--- config.mk ---
export PLATFORM = sky130hd
export DESIGN_NAME = vfcm_front
export DESIGN_NICKNAME = d
export VERILOG_FILES = /design/src/rtl/core/vfcm_pkg.sv /design/src/rtl/core/vfcm_front.sv
export SDC_FILE = /design/constraint.sdc
export NUM_CORES = 1
export LEC_CHECK = 0
export BUFFER_PORTS_ARGS = -buffer_cell sky130_fd_sc_hd__buf_2
export CORE_ASPECT_RATIO = 0.7
export CORE_MARGIN = 2
export CORE_UTILIZATION = 25
export CTS_BUF_LIST = sky130_fd_sc_hd__clkbuf_4
export CTS_CLUSTER_DIAMETER = 100
export CTS_CLUSTER_SIZE = 10
export DETAILED_ROUTE_END_ITERATION = 12
export SLEW_MARGIN = 20
export SYNTH_ARGS = -nofsm -noshare
export SYNTH_HDL_FRONTEND = slang
export SYNTH_SLANG_ARGS = --single-unit
--- constraint.sdc ---
create_clock -name clk -period 4.9 [get_ports clk]
set_input_delay 0.735 -clock clk [delete_from_list [all_inputs] [get_ports clk]]
set_output_delay 0.735 -clock clk [all_outputs]
set_load 0.01 [all_outputs]
--- src/rtl/core/vfcm_pkg.sv ---
// Shared types and constants for the voxel face mesher.
// Depends on nothing; every module of the block but vfcm_ram imports it.
`timescale 1ns / 1ps
`default_nettype none
package vfcm_pkg;

    localparam int DEF_SIZE_X = 16;
    localparam int DEF_SIZE_Y = 16;
    localparam int DEF_SIZE_Z = 16;

    localparam int POS_W   = 4;
    localparam int COLOR_W = 32;
    localparam int VB_W    = 16;
    localparam int CRD_W   = 10;   // signed working width of a neighbor coordinate
    localparam int VOX_W   = COLOR_W + 1;
    localparam int IN_DATA_W  = 48;
    localparam int OUT_DATA_W = 64;

    // request kinds
    localparam logic [1:0] ACT_WRITE = 2'd0;
    localparam logic [1:0] ACT_START = 2'd1;
    localparam logic [1:0] ACT_MESH  = 2'd2;

    localparam logic [2:0] DIR_LAST = 3'd5;

    typedef struct packed {
        logic [1:0]         action;
        logic [POS_W-1:0]   pos_x;
        logic [POS_W-1:0]   pos_y;
        logic [POS_W-1:0]   pos_z;
        logic               voxel_solid;
        logic [COLOR_W-1:0] voxel_color;
    } cmd_t;

    typedef struct packed {
        logic               face_valid;
        logic [2:0]         face_dir;
        logic [1:0]         ao_corner0;
        logic [1:0]         ao_corner1;
        logic [1:0]         ao_corner2;
        logic [1:0]         ao_corner3;
        logic [COLOR_W-1:0] face_color;
        logic [VB_W-1:0]    vertex_base;
        logic               dirty_flag;
        logic               index_overflow;
        logic               last;
    } res_t;

    // front to back: head of the request queue
    typedef struct packed {
        logic valid;
        cmd_t cmd;
    } fe2be_t;

    // back to front: queue pop and clearing status
    typedef struct packed {
        logic pop;
        logic clear_busy;
    } be2fe_t;

    typedef enum logic [3:0] {
        ST_CLEAR,
        ST_IDLE,
        ST_WR_CMP,
        ST_MS_CEN,
        ST_FC_ISSUE,
        ST_FC_CHK,
        ST_AO_ISSUE,
        ST_AO_CAP,
        ST_FACE,
        ST_DONE
    } st_t;

endpackage
`default_nettype wire

--- src/rtl/core/vfcm_front.sv ---
// Front end: takes stream requests, unpacks them and holds them in a two-entry queue.
// Depends on vfcm_pkg.
`timescale 1ns / 1ps
`default_nettype none
module vfcm_front (
    input  wire logic                        clk,
    input  wire logic                        rst_n,
    input  wire logic                        s_axis_tvalid,
    output logic                             s_axis_tready,
    input  wire logic [vfcm_pkg::IN_DATA_W-1:0] s_axis_tdata,
    input  wire logic [1:0]                  s_axis_tuser,
    output vfcm_pkg::fe2be_t                 fe,
    input  wire vfcm_pkg::be2fe_t            be
);
    import vfcm_pkg::*;

    cmd_t       q_reg [0:1];
    logic       wr_ptr_reg, wr_ptr_next;
    logic       rd_ptr_reg, rd_ptr_next;
    logic [1:0] cnt_reg, cnt_next;
    logic       push;
    cmd_t       in_cmd;

    // unpack the request
    always_comb
    begin
        in_cmd.action      = s_axis_tuser;
        in_cmd.pos_x       = s_axis_tdata[3:0];
        in_cmd.pos_y       = s_axis_tdata[7:4];
        in_cmd.pos_z       = s_axis_tdata[11:8];
        in_cmd.voxel_solid = s_axis_tdata[12];
        in_cmd.voxel_color = s_axis_tdata[44:13];
    end

    assign s_axis_tready = (cnt_reg != 2'd2) && !be.clear_busy;
    assign push          = s_axis_tvalid && s_axis_tready;
    assign fe.valid      = (cnt_reg != 2'd0);
    assign fe.cmd        = q_reg[rd_ptr_reg];

    // queue pointers
    always_comb
    begin
        wr_ptr_next = push ? ~wr_ptr_reg : wr_ptr_reg;
        rd_ptr_next = be.pop ? ~rd_ptr_reg : rd_ptr_reg;
        cnt_next    = cnt_reg + {1'b0, push} - {1'b0, be.pop};
    end

    always_ff @(posedge clk or negedge rst_n)
    begin
        if (!rst_n)
        begin
            wr_ptr_reg <= 1'b0;
            rd_ptr_reg <= 1'b0;
            cnt_reg    <= 2'd0;
        end
        else
        begin
            wr_ptr_reg <= wr_ptr_next;
            rd_ptr_reg <= rd_ptr_next;
            cnt_reg    <= cnt_next;
        end
    end

    // queue storage
    always_ff @(posedge clk)
    begin
        if (push)
        begin
            q_reg[wr_ptr_reg] <= in_cmd;
        end
    end

endmodule
`default_nettype wire

==> results of run 1 <==
-- layout by cell type, fill, tap and decap left out --
master | synthesis | routed
dfrtp_1 | 4 | 3
or2_2 | 1 | 1
nand2_1 | 1 | 1
mux2_2 | 27 | 27
xnor2_1 | 3 | 3
nor2_4 | 0 | 1
dfrtp_2 | 0 | 1
xor2_1 | 1 | 1
clkinv_2 | 0 | 3
buf_4 | 0 | 3
clkinv_1 | 0 | 1
clkbuf_4 | 0 | 10
diode_2 | 0 | 1
inv_1 | 1 | 1
edfxtp_1 | 94 | 94
ha_1 | 2 | 2
dlygate4sd3_1 | 0 | 1
buf_2 | 2 | 100
mux2_4 | 20 | 20
and3_2 | 0 | 1
clkinvlp_4 | 0 | 2
nor2b_1 | 2 | 2
nand2b_1 | 1 | 1
-- cell families (layout without fill, tap and decap cells) --
family / after synthesis / in the layout / share of synthesized area
DFF: 98 / 98 / 0.796
muxes: 47 / 47 / 0.165
and+or+nand+nor: 7 / 7 / 0.0106
buffers and inverters: 6 / 121 / 0.0129
xor gates and xnor gates: 4 / 4 / 0.00954
adders and majority gates: 2 / 2 / 0.00681
other: 0 / 1 / 0
-- synthesized netlist by cell type, drive strengths merged --
library cell	count	area share
nor2b	2	0.0034
edfxtp	94	0.77
or2	1	0.0017
dfrtp	4	0.027
nand2	1	0.0010
nor2	1	0.0010
buf	5	0.012
inv	1	0.0010
ha	2	0.0068
xnor2	3	0.0072
and3	1	0.0017
nand2b	1	0.0017
xor2	1	0.0024
mux2	47	0.16
-- power groups by stage --
stage / registers [mW] / logic (mW) / clock network, mW
after floorplan: 1.09 / 0.485 / 0
after global placement: 1.12 / 0.670 / 0
after detailed placement: 1.13 / 0.674 / 0
after CTS: 1.11 / 0.679 / 0.379
after global routing: 1.12 / 0.718 / 0.414
final: 1.10 / 0.660 / 0.353
-- metal layers --
layer  up-vias  share of wire
li1        860              -
met1       905           0.41
met2        67           0.49
met3        10          0.081
met4         0          0.017
met5         -              0
-- worst max-delay path, stage by stage, from the launching register on --
cell and delay [ns]:
dfrtp_2 0.65, buf_4 0.57, mux2_2 0.41, buf_2 0.14
-- area by class of cell --
cell class / instances / area, um^2
inverters: 1 / 3.75
fillers: 1460 / 10000
repair buffers: 104 / 533
well taps: 195 / 244
clock inverters: 6 / 33.8
clock buffers: 10 / 75.1
flip-flops and latches: 98 / 2920
diodes: 1 / 2.50
multi-input cells: 60 / 712
-- stage by stage --
stage | total power, mW | cell area [um^2] | utilization | setup slack, ns | instances
floorplan | 1.58 | 3670 | - | 1.49 | 164
global placement | 1.79 | 4410 | 0.303 | 2.28 | 457
detailed placement | 1.80 | 4410 | 0.303 | 2.24 | 457
CTS | 2.17 | 4530 | 0.311 | 1.79 | 474
global route | 2.25 | 4530 | 0.311 | 1.73 | 474
finish | 2.12 | 4530 | 0.311 | 1.92 | 475
-- what timing repair did --
item | CTS | global route
hold buffers | 1 | 0
buffers inserted | 0 | 0
hold endpoints to repair | 4 | 0
-- worst max path at each step --
stage / start / to / slack (ns) / cells past startpoint
final: rd_ptr_reg / fe[39] / 1.92 / 3
after global routing: rd_ptr_reg / fe[11] / 1.73 / 3
after CTS: rd_ptr_reg / fe[39] / 1.79 / 3
after detailed placement: be[0] / q_reg[0][13] / 2.24 / 5
after global placement: be[0] / q_reg[0][13] / 2.28 / 5
after floorplan: s_axis_tvalid / q_reg[0][0] / 1.49 / 3
==> results.tsv, run 1 <==
stage	metric	value	unit
clock_network	cts_repair_resize_count	0	
global_route	grt_first_pass_wirelength	9.80	mm
clock_network	clk_latency	0.45	ns
floorplan	die_height	105	um
yosys	ys_ff_latch	98	
timing	worst_pin_slew	0.772	ns
final_layout	syn_to_final_growth	23.3	%
worst_hold_path	min_to	q_reg[1][4]	
floorplan	die_area	15700	um^2
detailed_routing	totalWireLength	6.47	mm
detailed_routing	drtIter0Drc	84	
setup_path	rrSetupSlack	2.81	ns
setup_path	crit_fanout	36	
setup_path	rr_worst_depth	4	
floorplan	core_area	14500	um^2
final_layout	drive_gt1_frac	0.606	
setup_path	reg2reg_from	cnt_reg[1]	
power	power_density	468	nW/um^2
yosys	ys_types	16	
timing	fin_crit_sh	0.609	
power	combPwrFrac	0.312	
timing	min_period	2.98	ns
setup_path	cp.required	4.16	ns
setup_path	cp_data_arrival_time	2.25	ns
power	internal-power	1.49	mW
power	switching_share	0.295	
clock_network	cts.clk_slew.worst_paths	0.14	ns
timing	hold_viol_final	0	
yosys	yosysWarnings	0	
clock_network	cts_tree	built	
setup_path	cp-start-kind	flop	
global_route	grt_remaining_overflow	0	
place	io_buffer_count	100	
detailed_routing	drc	0	
global_route	grt_pass1_vias	1979	
floorplan	start_util	0.253	
power	clkPwrFrac	0.167	
power	seqPwrFrac	0.522	
timing	holdWs	0.461	ns
global_route	use_met2	0.141	
timing	tns	0	ns
setup_path	endpoint_kind	output port	
detailed_routing	via_per_inst	3.88	
clock_network	htreeDepth	3	
floorplan	die_w	149	um
worst_hold_path	min_from	s_axis_tdata[17]	
power	switchingPower	625	uW
detailed_routing	post_drt_wl_per_cell	13.6	um
worst_hold_path	hold_path_depth	1	
timing	fmax	0.335	GHz
floorplan	row_count	37	
global_route	grt.busiest_layer	met2	
timing	slew_violations	0	
setup_path	crit_type	reg2out	
yosys	syn_area	3670	um^2
detailed_routing	first_pass_iters	4	
timing	setup_violations	0	
status	outcome	finished clean	
place	place_congestion	0.626	
yosys	syn_area_per_cell	22.4	um^2
final_layout	largest_reg_flops	94	
power	ir_drop	0.205	mV
place	dp_hpwl	4.13	mm
yosys	synthCells	164	
timing	relSlewSlack	0.484	
detailed_routing	ant_nets	0	
worst_hold_path	min-delay-path-class	in2reg	
power	p_leak	1.70	nW
detailed_routing	vias	1842	
global_route	met3_usage	0.0446	
yosys	seq_area_frac_synth	0.796	
floorplan	ioPinCount	104	
global_route	antenna_found_initial	0	
global_route	grt_max_degree	48	
final_layout	num-nets-final	331	
clock_network	root_buffer	clkbuf_4	
global_route	grt_usage	0.0856	
clock_network	cts_made_buffers	9	
clock_network	cts_max_path_buffers	2	
clock_network	cts_sinks	98	
setup_path	regToRegEndpoint	q_reg[0][13]	
yosys	syn_nets	221	
timing	rsz0062_at_grt	false	
global_route	use_met1	0.0916	
run	drv_cap	0	
timing	clock_skew	0.0113	ns
(Power assumes the default switching activity.)
==> inputs of run 2 (changes only) <==
==> constraint.sdc (replaced) <==
create_clock -name clk -period 2.5 [get_ports clk]
set_input_delay 0.375 -clock clk [delete_from_list [all_inputs] [get_ports clk]]
set_output_delay 0.375 -clock clk [all_outputs]
set_load 0.01 [all_outputs]
==> results.tsv, run 2 (same netlist as run 1, synthesis figures left out) <==
stage	metric	value	unit
floorplan	row_count	37	
timing	layout_setup_ws	0.356	ns
power	internal-power	3.05	mW
clock_network	cts_repair_resize_count	0	
detailed_routing	totalWireLength	6.43	mm
power	clkPwrFrac	0.196	
final_layout	drive_gt1_frac	0.613	
setup_path	endpoint_kind	output port	
setup_path	cp.required	2.12	ns
timing	holdWs	0.0914	ns
global_route	grt_usage	0.0866	
clock_network	cts_sinks	98	
timing	rsz0062_at_grt	false	
timing	fin_crit_sh	0.858	
clock_network	cts.hold.buffers_added	1	
worst_hold_path	min-delay-path-class	in2reg	
clock_network	root_buffer	clkbuf_4	
run	drv_cap	0	
setup_path	crit_type	reg2out	
final_layout	antenna_cells	0	
global_route	grt_remaining_overflow	0	
setup_path	cp_data_arrival_time	1.77	ns
place	place_congestion	0.636	
power	switching_share	0.294	
power	seqPwrFrac	0.489	
power	power_density	942	nW/um^2
floorplan	start_util	0.253	
global_route	grt_pass1_vias	1962	
place	dp_hpwl	4.35	mm
final_layout	nFillCells	1467	
floorplan	die_w	149	um
clock_network	htreeDepth	3	
floorplan	ioPinCount	104	
setup_path	startpoint	rd_ptr_reg	
detailed_routing	first_pass_iters	3	
power	combPwrFrac	0.315	
power	total_power	4.32	mW
setup_path	crit_fanout	27	
setup_path	reg2reg_from	cnt_reg[1]	
detailed_routing	via_per_inst	3.83	
global_route	met3_usage	0.0472	
floorplan	die_area	15700	um^2
final_layout	num-nets-final	334	
timing	fmax	0.466	GHz
timing	worst_pin_slew	0.424	ns
clock_network	cts_setup_buffers	0	
clock_network	cts_made_buffers	9	
final_layout	final_common_cell	buf_2	
place	io_buffer_count	100	
timing	clock_skew	0.0125	ns
final_layout	mostFrequentLayoutCells	buf_2, edfxtp_1, mux2_2	
global_route	use_met1	0.0927	
setup_path	regToRegEndpoint	cnt_reg[1]	
final_layout	regArea	2920	um^2
power	p_leak	1.72	nW
setup_path	cp-start-kind	flop	
global_route	antenna_found_initial	1	
final_layout	multi_input_area	712	um^2
setup_path	rrSetupSlack	0.94	ns
timing	relSlewSlack	0.717	
global_route	use_met2	0.141	
place	pre_cts_ws	0.819	ns
detailed_routing	ant_nets	0	
setup_path	endpoint	fe[5]	
floorplan	core_area	14500	um^2
timing	setup_violations	0	
clock_network	cts.clk_slew.worst_paths	0.15	ns
clock_network	cts_max_path_buffers	2	
setup_path	rr_worst_depth	7	
timing	hold_viol_final	0	
timing	min_period	2.14	ns
final_layout	syn_to_final_growth	24.8	%
timing	slew_violations	0	
power	ir_drop	0.533	mV
global_route	grt_max_degree	28	
status	outcome	finished clean	
clock_network	cts_tree	built	
power	switchingPower	1.27	mW
timing	tns	0	ns
detailed_routing	drtIter0Drc	59	
final_layout	largest_reg_flops	94	
detailed_routing	drc	0	
detailed_routing	vias	1828	
floorplan	die_height	105	um
global_route	grt.busiest_layer	met2	
global_route	grt_first_pass_wirelength	9.89	mm
clock_network	clk_latency	0.46	ns
detailed_routing	post_drt_wl_per_cell	13.5	um
[run 2: per-layer routing]
metal | vias to the layer above | wire [um]
met3 | 9 | 576
met5 | - | 0
met2 | 68 | 3120
met1 | 885 | 2630
met4 | 0 | 108
li1 | 866 | -
[run 2: layout make-up]
class / count / area share
clock buffers: 9 / 0.0147
inverters: 1 / 0.000819
well taps: 195 / 0.0532
repair buffers: 107 / 0.121
flip-flops and latches: 98 / 0.638
multi-input cells: 60 / 0.155
clock inverters: 7 / 0.0167
[run 2: worst min path at each step]
stage	start	endpoint	slack (ns)	depth (start not counted)
2_1_floorplan	rst_n	cnt_reg[0]	0.08	0
3_3_place_gp	rst_n	cnt_reg[1]	0.18	1
3_5_place_dp	rst_n	cnt_reg[0]	0.19	1
4_1_cts	s_axis_tdata[21]	q_reg[1][8]	0.02	1
5_1_grt	s_axis_tuser[0]	q_reg[1][45]	0.02	1
6_report	be[1]	rd_ptr_reg	0.09	2
[run 2: metrics by stage]
stage | std cells | utilization | cell area, um^2
6_report | 477 | 0.315 | 4580
5_1_grt | 477 | 0.315 | 4580
4_1_cts | 477 | 0.315 | 4580
3_5_place_dp | 460 | 0.305 | 4430
3_3_place_gp | 460 | 0.305 | 4430
2_1_floorplan | 164 | - | 3680
[run 2: power groups by stage]
stage                     registers [mW]  clock network [mW]  logic (mW)
after CTS                           2.11               0.903        1.40
final                               2.11               0.845        1.36
after global routing                2.13               0.954        1.48
after detailed placement            2.15                   0        1.39
after global placement              2.14                   0        1.39
after floorplan                     2.14                   0       0.951
[run 2: worst max-delay path, stage by stage, from the launching register on]
cell and delay, ns:
dfrtp_2 0.38, buf_4 0.37, mux2_2 0.40, buf_2 0.14
==> inputs of run 3 (changes only) <==
--- a/config.mk
+++ b/config.mk
@@ -8,11 +8,12 @@
 export BUFFER_PORTS_ARGS = -buffer_cell sky130_fd_sc_hd__buf_2
 export CORE_ASPECT_RATIO = 0.7
 export CORE_MARGIN = 2
-export CORE_UTILIZATION = 25
+export CORE_UTILIZATION = 33
 export CTS_BUF_LIST = sky130_fd_sc_hd__clkbuf_4
 export CTS_CLUSTER_DIAMETER = 100
 export CTS_CLUSTER_SIZE = 10
 export DETAILED_ROUTE_END_ITERATION = 12
+export PLACE_DENSITY = 0.54
 export SLEW_MARGIN = 20
 export SYNTH_ARGS = -nofsm -noshare
 export SYNTH_HDL_FRONTEND = slang
==> results.tsv, run 3 (same netlist as run 1, synthesis figures left out) <==
stage	metric	value	unit
detailed_routing	via_per_inst	4.24	
global_route	grt_usage	0.108	
setup_path	crit_fanout	29	
final_layout	final_common_cell	buf_2	
detailed_routing	drtIter0Drc	123	
power	ir_drop	0.370	mV
floorplan	die_w	130	um
global_route	grt_pass1_vias	1926	
worst_hold_path	min_to	q_reg[0][12]	
setup_path	critPathMaxStageDelay	0.42	ns
detailed_routing	drc	0	
clock_network	root_buffer	clkbuf_4	
worst_hold_path	hold_path_depth	1	
timing	fmax	0.468	GHz
clock_network	cts_setup_buffers	0	
setup_path	endpoint_kind	output port	
timing	slew_violations	0	
timing	relSlewSlack	0.672	
final_layout	num-nets-final	334	
floorplan	row_count	32	
power	p_leak	1.71	nW
clock_network	cts_max_path_buffers	2	
setup_path	regToRegEndpoint	cnt_reg[1]	
power	power_density	940	nW/um^2
clock_network	cts.hold.buffers_added	1	
final_layout	syn_to_final_growth	22.8	%
timing	layout_setup_ws	0.364	ns
clock_network	cts_repair_resize_count	0	
global_route	grt_remaining_overflow	0	
detailed_routing	first_pass_iters	4	
clock_network	cts_made_buffers	9	
clock_network	cts_sinks	98	
place	place_congestion	0.631	
timing	setup_violations	0	
detailed_routing	ant_nets	0	
global_route	grt_first_pass_wirelength	9.58	mm
timing	worst_pin_slew	0.492	ns
final_layout	nFillCells	1005	
setup_path	startpoint	rd_ptr_reg	
timing	clock_skew	0.0101	ns
detailed_routing	totalWireLength	6.26	mm
setup_path	rr_worst_depth	7	
setup_path	cp-start-kind	flop	
setup_path	reg2reg_from	cnt_reg[1]	
final_layout	mostFrequentLayoutCells	buf_2, edfxtp_1, mux2_2	
final_layout	largest_reg_flops	94	
global_route	grt_max_degree	30	
worst_hold_path	min_from	s_axis_tdata[25]	
setup_path	crit_path_cell_trace	buf_4, mux2_2, buf_2	
detailed_routing	vias	1835	
setup_path	crit_type	reg2out	
status	outcome	finished clean	
worst_hold_path	min-delay-path-class	in2reg	
place	dp_hpwl	4.19	mm
timing	rsz0062_at_grt	false	
floorplan	core_area	10900	um^2
final_layout	drive_gt1_frac	0.611	
setup_path	rrSetupSlack	0.87	ns
place	io_buffer_count	100	
global_route	antenna_found_initial	0	
setup_path	cp_data_arrival_time	1.76	ns
floorplan	die_height	92.3	um
run	drv_cap	0	
detailed_routing	post_drt_wl_per_cell	14.5	um
clock_network	cts_tree	built	
timing	hold_viol_final	0	
clock_network	clk_latency	0.42	ns
timing	fin_crit_sh	0.854	
setup_path	cp.required	2.12	ns
floorplan	die_area	12000	um^2
final_layout	antenna_cells	0	
clock_network	cts.clk_slew.worst_paths	0.14	ns
setup_path	cp_slowest_cell	buf_4	
place	pre_cts_ws	0.771	ns
timing	min_period	2.14	ns
clock_network	htreeDepth	3	
floorplan	ioPinCount	104	
floorplan	start_util	0.336	
timing	tns	0	ns
run 3: critical path, delay by kind of cell, from the launching register on:
| family | cells | cell delay (ns) |
|---|---|---|
| DFF | 1 | 0.38 |
| muxes | 1 | 0.39 |
| buffers and inverters | 2 | 0.56 |
run 3: layout make-up:
cell class                      count  area [um^2]  share of cell area
Sequential cell                    98         2920               0.648
Multi-Input combinational cell     60          712               0.158
Timing Repair Buffer              107          556               0.123
Tap cell                          153          191              0.0424
Clock buffer                        9         67.6              0.0150
Clock inverter                      5         57.6              0.0128
Inverter                            1         3.75            0.000832
run 3: worst max path at each step:
stage                  endpoint  slack [ns]  depth (start not counted)
detailed placement   cnt_reg[1]        0.77                          8
CTS                       fe[9]        0.29                          3
floorplan           q_reg[0][0]        0.23                          3
finish                    fe[0]        0.36                          3
global route              fe[9]        0.23                          3
global placement     cnt_reg[1]        0.80                          8
run 3: where the power goes:
group / internal (mW) / leakage (nW) / total [mW] / switching, mW
Clock: 0.292 / 0.0599 / 0.768 / 0.476
Sequential: 2.05 / 0.904 / 2.11 / 0.0620
Combinational: 0.686 / 0.747 / 1.36 / 0.679
run 3: layer usage:
metal  wire, um  GRT usage  vias to the layer above
met5          0          0                        -
met3        559     0.0519                        8
met1       2740      0.131                      898
met2       2880      0.170                       68
met4         76     0.0376                        0
li1           -          -                      861
run 3: through the flow:
stage | power [mW] | hold slack [ns] | instance area, um^2 | instances | utilization
floorplan | 3.09 | 0.0794 | 3680 | 164 | -
global placement | 3.53 | 0.188 | 4380 | 418 | 0.400
detailed placement | 3.54 | 0.189 | 4380 | 418 | 0.400
CTS | 4.33 | 0.0828 | 4510 | 433 | 0.413
global route | 4.49 | 0.0610 | 4510 | 433 | 0.413
finish | 4.24 | 0.126 | 4510 | 433 | 0.413
